File: src/hw/rtl/ode_pkg.sv
// ode_pkg: shared types and codes for the dr/bdr election block
// depends on nothing
package ode_pkg;

    localparam logic [1:0] MODE_WRITE  = 2'd0;
    localparam logic [1:0] MODE_UP     = 2'd1;
    localparam logic [1:0] MODE_BACKUP = 2'd2;
    localparam logic [1:0] MODE_NBRCHG = 2'd3;

    localparam logic [2:0] ST_DOWN    = 3'd0;
    localparam logic [2:0] ST_WAITING = 3'd1;
    localparam logic [2:0] ST_P2P     = 3'd2;
    localparam logic [2:0] ST_DROTHER = 3'd3;
    localparam logic [2:0] ST_BACKUP  = 3'd4;
    localparam logic [2:0] ST_DR      = 3'd5;

    localparam logic [2:0] NET_P2P  = 3'd2;
    localparam logic [2:0] NET_VIRT = 3'd4;

    localparam logic [1:0] CFG_ADDR = 2'd0;
    localparam logic [1:0] CFG_RID  = 2'd1;
    localparam logic [1:0] CFG_PRI  = 2'd2;
    localparam logic [1:0] CFG_NET  = 2'd3;

    typedef struct packed {
        logic [1:0]  mode;
        logic [3:0]  slot;
        logic        entry_valid;
        logic [31:0] neighbor_address;
        logic [31:0] neighbor_router_id;
        logic [7:0]  neighbor_priority;
        logic [31:0] neighbor_declared_dr;
        logic [31:0] neighbor_declared_bdr;
        logic        neighbor_two_way;
    } t_in;

    typedef struct packed {
        logic [2:0]  iface_state;
        logic [31:0] dr_address;
        logic [31:0] bdr_address;
        logic        event_accepted;
        logic        adjacency_recheck;
        logic        election_error;
    } t_out;

    // controller -> datapath commands
    typedef struct packed {
        logic round_init;   // start round: reset scan indexes/winners
        logic scan_bdr;     // evaluate one bdr candidate
        logic scan_dr;      // evaluate one dr candidate
        logic round_commit; // latch round winners into dr/bdr
        logic restore;      // put back pre-election dr/bdr
        logic elect_begin;  // snapshot dr/bdr, clear late flag
        logic finish;       // update late flag for the next round
    } t_cmd;

    // datapath -> controller status
    typedef struct packed {
        logic scan_last;    // current candidate is the last one
        logic bdr_found;
        logic again;        // self newly became dr or bdr
    } t_sts;

endpackage

File: src/hw/rtl/ode_datapath.sv
// ode_datapath: neighbor table memory, dr/bdr registers and the candidate scan unit
// depends on ode_pkg
module ode_datapath
    import ode_pkg::*;
#(
    parameter int NEIGHBORS = 16
) (
    input  logic        i_clk,
    input  logic        i_rst_n,
    input  logic        i_wr,
    input  t_in         i_item,
    input  logic [31:0] i_own_address,
    input  logic [31:0] i_own_router_id,
    input  logic [7:0]  i_own_priority,
    input  t_cmd        i_cmd,
    output t_sts        o_sts,
    output logic [31:0] o_dr,
    output logic [31:0] o_bdr,
    output logic        o_changed
);
    localparam int IW = (NEIGHBORS > 1) ? $clog2(NEIGHBORS) : 1;
    localparam int CW = $clog2(NEIGHBORS + 2);

    // memory rows: address, id, priority, declared dr, declared bdr
    logic [135:0] r_mem [NEIGHBORS];
    logic [NEIGHBORS-1:0] r_ok;          // valid and two-way
    logic [135:0] r_rd;

    // candidate index: 0 = self first, 1..N = slots, N+1 = self last
    logic [CW-1:0] r_idx;
    logic          r_late;
    logic [31:0] r_dr, r_bdr, r_first_dr, r_first_bdr;
    logic [31:0] r_first_dr_r, r_bdr_prev;
    logic        r_bv, r_dv;
    logic [31:0] r_b_ip, r_b_id, r_b_bd, r_d_ip, r_d_id;
    logic [7:0]  r_b_pri, r_d_pri;
    logic        r_rd_ok;

    logic [31:0] c_ip, c_id, c_dr, c_bdr;
    logic [7:0]  c_pri;
    logic        c_ok, c_self, b_beats, d_beats;
    logic [CW-1:0] n_idx;
    logic [IW-1:0] slot_idx;

    assign slot_idx = (n_idx >= CW'(1) && n_idx <= CW'(NEIGHBORS)) ?
                      IW'(n_idx - CW'(1)) : '0;

    always_ff @(posedge i_clk) begin
        if (i_wr && (32'(i_item.slot) < NEIGHBORS))
            r_mem[IW'(i_item.slot)] <= {i_item.neighbor_address, i_item.neighbor_router_id,
                i_item.neighbor_priority, i_item.neighbor_declared_dr,
                i_item.neighbor_declared_bdr};
        r_rd <= r_mem[slot_idx];
    end

    always_ff @(posedge i_clk) begin
        if (!i_rst_n) begin
            r_ok <= '0;
        end else if (i_wr && (32'(i_item.slot) < NEIGHBORS)) begin
            r_ok[IW'(i_item.slot)] <= i_item.entry_valid & i_item.neighbor_two_way;
        end
    end

    always_comb begin
        c_self = (r_idx == '0) || (r_idx == CW'(NEIGHBORS + 1));
        if (c_self) begin
            c_ip = i_own_address; c_id = i_own_router_id; c_pri = i_own_priority;
            c_dr = r_dr; c_bdr = r_bdr;
            // a late self only joins the dr pass
            c_ok = (i_own_priority != 8'd0) &&
                   ((r_idx == '0) ? !r_late : (r_late && i_cmd.scan_dr));
        end else begin
            {c_ip, c_id, c_pri, c_dr, c_bdr} = r_rd;
            c_ok = r_rd_ok && (c_pri != 8'd0);
        end
        b_beats = (c_pri > r_b_pri) || (c_pri == r_b_pri && c_id > r_b_id);
        d_beats = (c_pri > r_d_pri) || (c_pri == r_d_pri && c_id > r_d_id);
        n_idx = i_cmd.round_init ? '0 : ((i_cmd.scan_bdr || i_cmd.scan_dr) ?
                r_idx + CW'(1) : r_idx);
    end

    assign o_sts.scan_last = (r_idx == CW'(NEIGHBORS + 1));
    assign o_sts.bdr_found = r_bv;
    assign o_sts.again = ((i_own_address == r_dr) && (i_own_address != r_first_dr_r))
                         || ((i_own_address == r_bdr) && (i_own_address != r_bdr_prev));

    always_ff @(posedge i_clk) begin
        r_idx   <= n_idx;
        r_rd_ok <= (n_idx >= CW'(1) && n_idx <= CW'(NEIGHBORS)) ? r_ok[slot_idx] : 1'b0;
        if (i_cmd.elect_begin) begin
            r_first_dr <= r_dr; r_first_bdr <= r_bdr; r_late <= 1'b0;
        end
        if (i_cmd.round_init) begin
            r_bv <= 1'b0; r_dv <= 1'b0;
        end
        if (i_cmd.scan_bdr && c_ok && c_dr != c_ip) begin
            if (!r_bv || (r_b_bd == r_b_ip ? (c_bdr == c_ip && b_beats)
                                           : (c_bdr == c_ip || b_beats))) begin
                r_bv <= 1'b1; r_b_ip <= c_ip; r_b_id <= c_id;
                r_b_pri <= c_pri; r_b_bd <= c_bdr;
            end
        end
        if (i_cmd.scan_dr && c_ok && c_dr == c_ip && (!r_dv || d_beats)) begin
            r_dv <= 1'b1; r_d_ip <= c_ip; r_d_id <= c_id; r_d_pri <= c_pri;
        end
        if (i_cmd.finish) begin
            // late flag for the next round follows who newly won
            r_late <= (i_own_address == r_dr) && (i_own_address != r_first_dr_r);
        end
        if (!i_rst_n) begin
            r_dr <= '0; r_bdr <= '0;
        end else if (i_cmd.restore) begin
            r_dr <= r_first_dr; r_bdr <= r_first_bdr;
        end else if (i_cmd.round_commit) begin
            r_first_dr_r <= r_dr; r_bdr_prev <= r_bdr;
            r_dr  <= r_dv ? r_d_ip : r_b_ip;
            r_bdr <= r_b_ip;
        end
    end

    assign o_dr = r_dr;
    assign o_bdr = r_bdr;
    assign o_changed = (r_dr != r_first_dr) || (r_bdr != r_first_bdr);
endmodule

File: src/hw/rtl/ode_ctrl.sv
// ode_ctrl: controller state machine sequencing election rounds
// depends on ode_pkg
module ode_ctrl
    import ode_pkg::*;
#(
    parameter int MAX_PASSES = 4
) (
    input  logic i_clk,
    input  logic i_rst_n,
    input  logic i_go,
    input  t_sts i_sts,
    output t_cmd o_cmd,
    output logic o_busy,
    output logic o_done,
    output logic o_err
);
    localparam int PW = $clog2(MAX_PASSES + 1);
    localparam logic [3:0] S_IDLE = 4'd0, S_INIT = 4'd1, S_BDR = 4'd2, S_MID = 4'd3,
                           S_DR = 4'd4, S_CHK = 4'd5, S_NEXT = 4'd6, S_CMT = 4'd7,
                           S_ERR = 4'd8;
    logic [3:0]    r_st, n_st;
    logic [PW-1:0] r_pass, n_pass;

    always_comb begin
        o_cmd = '0; o_done = 1'b0; o_err = 1'b0;
        n_st = r_st; n_pass = r_pass;
        case (r_st)
            S_IDLE: if (i_go) begin
                o_cmd.elect_begin = 1'b1; o_cmd.round_init = 1'b1;
                n_pass = '0; n_st = S_BDR;
            end
            S_INIT: begin
                o_cmd.round_init = 1'b1; n_st = S_BDR;
            end
            S_BDR: begin
                o_cmd.scan_bdr = 1'b1;
                if (i_sts.scan_last) n_st = S_MID;
            end
            S_MID: begin
                if (!i_sts.bdr_found) begin
                    o_cmd.restore = 1'b1; n_st = S_ERR;
                end else begin
                    o_cmd.round_init = 1'b1; n_st = S_DR;
                end
            end
            S_DR: begin
                o_cmd.scan_dr = 1'b1;
                if (i_sts.scan_last) n_st = S_CMT;
            end
            S_CMT: begin
                o_cmd.round_commit = 1'b1; n_st = S_CHK;
            end
            S_CHK: begin
                o_cmd.finish = 1'b1;
                n_pass = r_pass + PW'(1);
                if (i_sts.again && (r_pass + PW'(1) < PW'(MAX_PASSES))) n_st = S_INIT;
                else n_st = S_NEXT;
            end
            S_NEXT: begin
                o_done = 1'b1; n_st = S_IDLE;
            end
            S_ERR: begin
                o_done = 1'b1; o_err = 1'b1; n_st = S_IDLE;
            end
            default: n_st = S_IDLE;
        endcase
    end

    always_ff @(posedge i_clk) begin
        if (!i_rst_n) begin
            r_st <= S_IDLE; r_pass <= '0;
        end else begin
            r_st <= n_st; r_pass <= n_pass;
        end
    end

    assign o_busy = (r_st != S_IDLE);
endmodule

File: src/hw/rtl/ospf_dr_bdr_election_core.sv
// ospf_dr_bdr_election_core: interface state machine with dr/bdr election
// depends on ode_pkg, ode_ctrl, ode_datapath
//
// channel   | direction | handshake
// ----------+-----------+--------------------------------------
// command   | in        | transfer when i_start && !o_busy
// result    | out       | one cycle with o_valid, no stall
// config    | in        | transfer when i_cfg_we
//
// table writes and non-election events answer in the cycle after the transfer
// an election round scans NEIGHBORS+2 candidate positions twice through the one
// table read port; later rounds start with S_INIT and the result comes in S_NEXT
// no bdr found answers through S_MID and S_ERR after the bdr scan; the receiver cannot stall
// reset clears state, dr/bdr and table valid bits; no clearing pass
module ospf_dr_bdr_election_core
    import ode_pkg::*;
#(
    parameter int NEIGHBORS  = 16,
    parameter int MAX_PASSES = 4
) (
    input  logic        i_clk,
    input  logic        i_rst_n,
    input  logic        i_start,
    output logic        o_busy,
    input  t_in         i_item,
    output logic        o_valid,
    output t_out        o_result,
    input  logic        i_cfg_we,
    input  logic [1:0]  i_cfg_index,
    input  logic [31:0] i_cfg_data
);
    logic [31:0] r_own_addr, r_own_rid;
    logic [7:0]  r_own_pri;
    logic [2:0]  r_net, r_state;
    logic        r_elect;
    t_cmd cmd;
    t_sts sts;
    logic c_busy, c_done, c_err, changed, accept, wr, go, evt_ok;
    logic [31:0] dr, bdr;

    assign accept = i_start && !o_busy;
    assign wr = accept && (i_item.mode == MODE_WRITE);
    assign evt_ok = (i_item.mode == MODE_BACKUP) ? (r_state == ST_WAITING) :
                    (i_item.mode == MODE_NBRCHG) ? (r_state == ST_DR ||
                     r_state == ST_BACKUP || r_state == ST_DROTHER) : 1'b0;
    assign go = accept && evt_ok;

    // config registers
    always_ff @(posedge i_clk) begin
        if (!i_rst_n) begin
            r_own_addr <= '0; r_own_rid <= '0; r_own_pri <= 8'd1; r_net <= '0;
        end else if (i_cfg_we) begin
            case (i_cfg_index)
                CFG_ADDR: r_own_addr <= i_cfg_data;
                CFG_RID:  r_own_rid  <= i_cfg_data;
                CFG_PRI:  r_own_pri  <= i_cfg_data[7:0];
                CFG_NET:  r_net      <= i_cfg_data[2:0];
                default: ;
            endcase
        end
    end

    ode_ctrl #(.MAX_PASSES(MAX_PASSES)) u_ctrl (
        .i_clk, .i_rst_n, .i_go(go), .i_sts(sts), .o_cmd(cmd),
        .o_busy(c_busy), .o_done(c_done), .o_err(c_err));

    ode_datapath #(.NEIGHBORS(NEIGHBORS)) u_dp (
        .i_clk, .i_rst_n, .i_wr(wr), .i_item, .i_own_address(r_own_addr),
        .i_own_router_id(r_own_rid), .i_own_priority(r_own_pri),
        .i_cmd(cmd), .o_sts(sts), .o_dr(dr), .o_bdr(bdr), .o_changed(changed));

    logic r_pend;  // simple event answered next cycle
    logic r_acc;
    assign o_busy = c_busy || r_pend;

    always_ff @(posedge i_clk) begin
        if (!i_rst_n) begin
            r_state <= ST_DOWN; r_pend <= 1'b0; r_acc <= 1'b0; r_elect <= 1'b0;
        end else begin
            r_pend <= accept && !evt_ok;
            if (accept) begin
                r_elect <= evt_ok;
                r_acc <= (i_item.mode == MODE_WRITE) ||
                         (i_item.mode == MODE_UP && r_state == ST_DOWN);
                if (i_item.mode == MODE_UP && r_state == ST_DOWN) begin
                    if (r_net >= NET_P2P && r_net <= NET_VIRT) r_state <= ST_P2P;
                    else if (r_own_pri != 8'd0) r_state <= ST_WAITING;
                    else r_state <= ST_DROTHER;
                end
            end
            if (c_done && !c_err) begin
                if (r_own_addr == dr) r_state <= ST_DR;
                else if (r_own_addr == bdr) r_state <= ST_BACKUP;
                else r_state <= ST_DROTHER;
            end
        end
    end

    // result: simple events next cycle, elections once the controller finishes
    always_comb begin
        o_valid = r_pend || c_done;
        o_result.iface_state = r_state;
        o_result.dr_address = dr;
        o_result.bdr_address = bdr;
        o_result.event_accepted = c_done ? 1'b1 : r_acc;
        o_result.adjacency_recheck = 1'b0;
        o_result.election_error = c_done && c_err;
        if (c_done && !c_err) begin
            o_result.adjacency_recheck = changed;
            o_result.iface_state = (r_own_addr == dr) ? ST_DR :
                                   (r_own_addr == bdr) ? ST_BACKUP : ST_DROTHER;
        end
        if (c_done && c_err) begin
            o_result.dr_address = dr;
        end
        if (!r_elect && !r_pend) o_result.event_accepted = r_acc;
    end
endmodule

File: config.mk
export PLATFORM = sky130hd
export DESIGN_NAME = ospf_dr_bdr_election_core
export DESIGN_NICKNAME = d
export VERILOG_FILES = /design/src/hw/rtl/ode_pkg.sv /design/src/hw/rtl/ode_datapath.sv /design/src/hw/rtl/ode_ctrl.sv /design/src/hw/rtl/ospf_dr_bdr_election_core.sv
export SDC_FILE = /design/constraint.sdc
export NUM_CORES = 2
export LEC_CHECK = 0
export ABC_AREA = 1
export BUFFER_PORTS_ARGS = -buffer_cell sky130_fd_sc_hd__buf_2
export CORE_MARGIN = 1
export CORE_UTILIZATION = 25
export DETAILED_ROUTE_END_ITERATION = 10
export PLACE_DENSITY = 0.39
export SLEW_MARGIN = 40
export SYNTH_ARGS = -nofsm -noshare
export SYNTH_HDL_FRONTEND = slang
export SYNTH_SLANG_ARGS = --single-unit
File: constraint.sdc
create_clock -name i_clk -period 16.4 [get_ports i_clk]
set_clock_uncertainty 0.05 [all_clocks]
set_input_delay 0.82 -clock i_clk [delete_from_list [all_inputs] [get_ports i_clk]]
set_output_delay 0.82 -clock i_clk [all_outputs]
set_load 0.01 [all_outputs]
==> impl_metrics.yaml <==
run_status:
  status: "complete, no violations"
clocking:
  clock_sinks: 2793
  cts.path.max_buffers: 4
  numCtsBuffers: 329
  clk-insertion-delay-late_ns: 0.96
  clkTransAtPathRegs_ns: 0.06
  htreeDepth: 5
  clk_root_buffer_cell: "clkbuf_16"
  post_cts.repair.setup_buffers: 0
  cts_tree: "done"
sta:
  tns_ns: 0
  worst_pin_slew_ns: 0.955
  rsz0062_at_grt: "false"
  hold_violations: 0
  setup-violations-final: 0
  min_period_ns: 6.21
  fin_crit_sh_pct: 37.8
  max_slew_margin_pct: 36.3
  max_freq_mhz: 161
  slew_viol_final: 0
routing:
  dr_total_vias: 74700
  drcViolationCount: 0
  antenna_left: 0
  routed_wl_um: 414000
  drt_first_pass_iters: 6
  drt-initial-drc-count: 6491
  wl_per_cell_um: 26.0
  viasPerCell: 4.69
yosys:
  asyncSetResetFlopFracSynth_pct: 0
  yosysSeqAreaShare_pct: 71.3
  syn_inst: 9489
  yosysUniqueCellTypes: 51
  synthFlopType: "edfxtp_1"
  synthesis.nets: 9758
  synth_edf_count: 2481
  synth_area_per_cell_sq_um: 11.9
  ys_ff_latch: 2793
  synth_area_sq_um: 113000
  synth_warnings: 0
critical_path:
  crit-reg2reg-launch: "u_ctrl.r_st[3]"
  r2r_cells: 20
  crit_arrival_ns: 7.00
  required_ns: 17.20
  endpoint: "u_dp.r_rd[103]"
  rrSetupSlack_ns: 10.19
  slowest_stage: "buf_4"
  end_kind: "flip-flop"
  critical_path_class: "flip-flop to flip-flop"
  cp-startpoint: "u_ctrl.r_st[3]"
  path_buf_inv: 6
  path_cells: "nor2_4, nand3_2, nor2_2, nand2_2, nand2_1, inv_2, nand2_4, ha_1, nand3_1, nand2_1, nand3_4, buf_4, inv_8, buf_12, buf_4, buf_4, o211ai_1, nand3_1, nand3_1, nand2_1"
  critPathTopFamily: "buffers and inverters"
  r2r-end: "u_dp.r_rd[103]"
  path_depth: 20
  cpPeakStageDelay_ns: 0.74
  worst_setup_path_start_kind: "flip-flop"
  cp_max_fo: 109
place:
  hpwl_um: 244000
  io_buffers: 253
  place_inst: 15300
  gp_congestion: 0.834
cells_and_area:
  layout.cells.non_filler: 15900
  final_cell_mix: "2481 x edfxtp_1, 1890 x nand2_1, 883 x nor2_1"
  reg_top3: "u_dp.r_mem (2176), u_dp.r_rd (136)"
  utilization_pct: 29.5
  layout-drive-gt1-share_pct: 11.5
  syn2layout_area_growth_pct: 17.1
  nNetsFinal: 9953
  largest-register: "u_dp.r_mem"
  largest_register_ffs: 2176
  layout_commonest_cell: "edfxtp_1"
  final.fill_count: 45800
floorplanning:
  row_count: 246
  start_util_pct: 25.2
  die_x_um: 675
  die_area_sq_um: 456000
  io_pins: 254
  die_h_um: 675
  core-area_sq_um: 450000
min_path:
  hold_class: "input pin to flip-flop"
global_route:
  antenna_found_initial: 129
  grt-ovfl-total: 0
  grt_pass1_wl_um: 576000
  track_usage_pct: 17.7
  grt_pass1_vias: 71700
  grt_start_max_net_pins: 131
job:
  maxCapViolCount: 0
cell usage after synthesis (all sizes together) (27+ instances only):
library cell  number  area share [%]
edfxtp          2481              66
nand2           1896             6.3
nor2             909             3.0
nand3            837             3.7
o21ai            741             3.3
inv              445             1.5
o211ai           431             2.9
buf              319             1.4
dfxtp            312             5.5
clkbuf           240            0.80
a21oi            180            0.80
xnor2            151             1.2
or2              131            0.72
ha                87            0.96
a31oi             66            0.36
xor2              60            0.46
nand4             57            0.31
mux2              51            0.51
nor4              27            0.15
kinds of logic after synthesis:
family | share of synthesized area [%]
AO/OA/AOI/OAI | 7.52
adder cells (fa/ha/maj) | 0.961
multiplexers | 0.551
buffers and inverters | 3.67
AND/OR/NAND/NOR | 14.4
XOR/XNOR | 1.63
flip-flops | 71.3
routing by layer:
metal | wire length (um) | vias up | track usage [%]
met5 | 379 | - | 0
met3 | 25400 | 585 | 3.31
li1 | - | 34000 | -
met2 | 189000 | 2035 | 28.4
met1 | 189000 | 38000 | 24.6
met4 | 10100 | 60 | 4.06
what timing repair did:
| item | 4_1_cts | 5_1_grt |
|---|---|---|
| endpoints found under the setup margin | 0 | 0 |
| hold buffers | 1 | 0 |
| gates resized for setup | 0 | 0 |
| hold endpoints to repair | 1 | 0 |
through the flow:
stage          setup WS [ns]  hold WS (ns)  instance area (sq um)
3_5_place_dp            9.65         0.400                 122000
6_report               10.19        0.0929                 133000
2_1_floorplan           7.49         0.380                 113000
5_1_grt                 9.73        0.0619                 133000
4_1_cts                10.02        0.0111                 132000
3_3_place_gp            9.61         0.396                 121000
worst min-delay path, stage by stage:
cell and delay (ns):
buf_2 0.10, nor2_1 0.04, nor2_1 0.09
worst min path at each step:
stage,start,end,slack [ns],cells past startpoint
2_1_floorplan,r_own_rid[0],r_own_rid[0],0.38,2
3_3_place_gp,r_net[2],r_net[2],0.40,2
3_5_place_dp,r_net[0],r_net[0],0.40,2
4_1_cts,i_cfg_data[23],r_own_addr[23],0.01,3
5_1_grt,i_cfg_data[14],r_own_rid[14],0.06,3
6_report,i_cfg_data[22],r_own_addr[22],0.09,3
final cells by class:
class | instances | area, sq um | area share (%)
flip-flops and latches | 2793 | 80700 | 60.9
multi-input cells | 5691 | 28600 | 21.6
clock buffers | 466 | 9320 | 7.03
well taps | 5952 | 7450 | 5.62
repair buffers | 423 | 3120 | 2.36
inverters | 446 | 1710 | 1.29
clock inverters | 145 | 1610 | 1.21
diodes | 21 | 52.6 | 0.0396
Power is left out: the tool's default activity adds up to more than one toggle a clock period on the data nets, which glitch-free logic cannot reach.
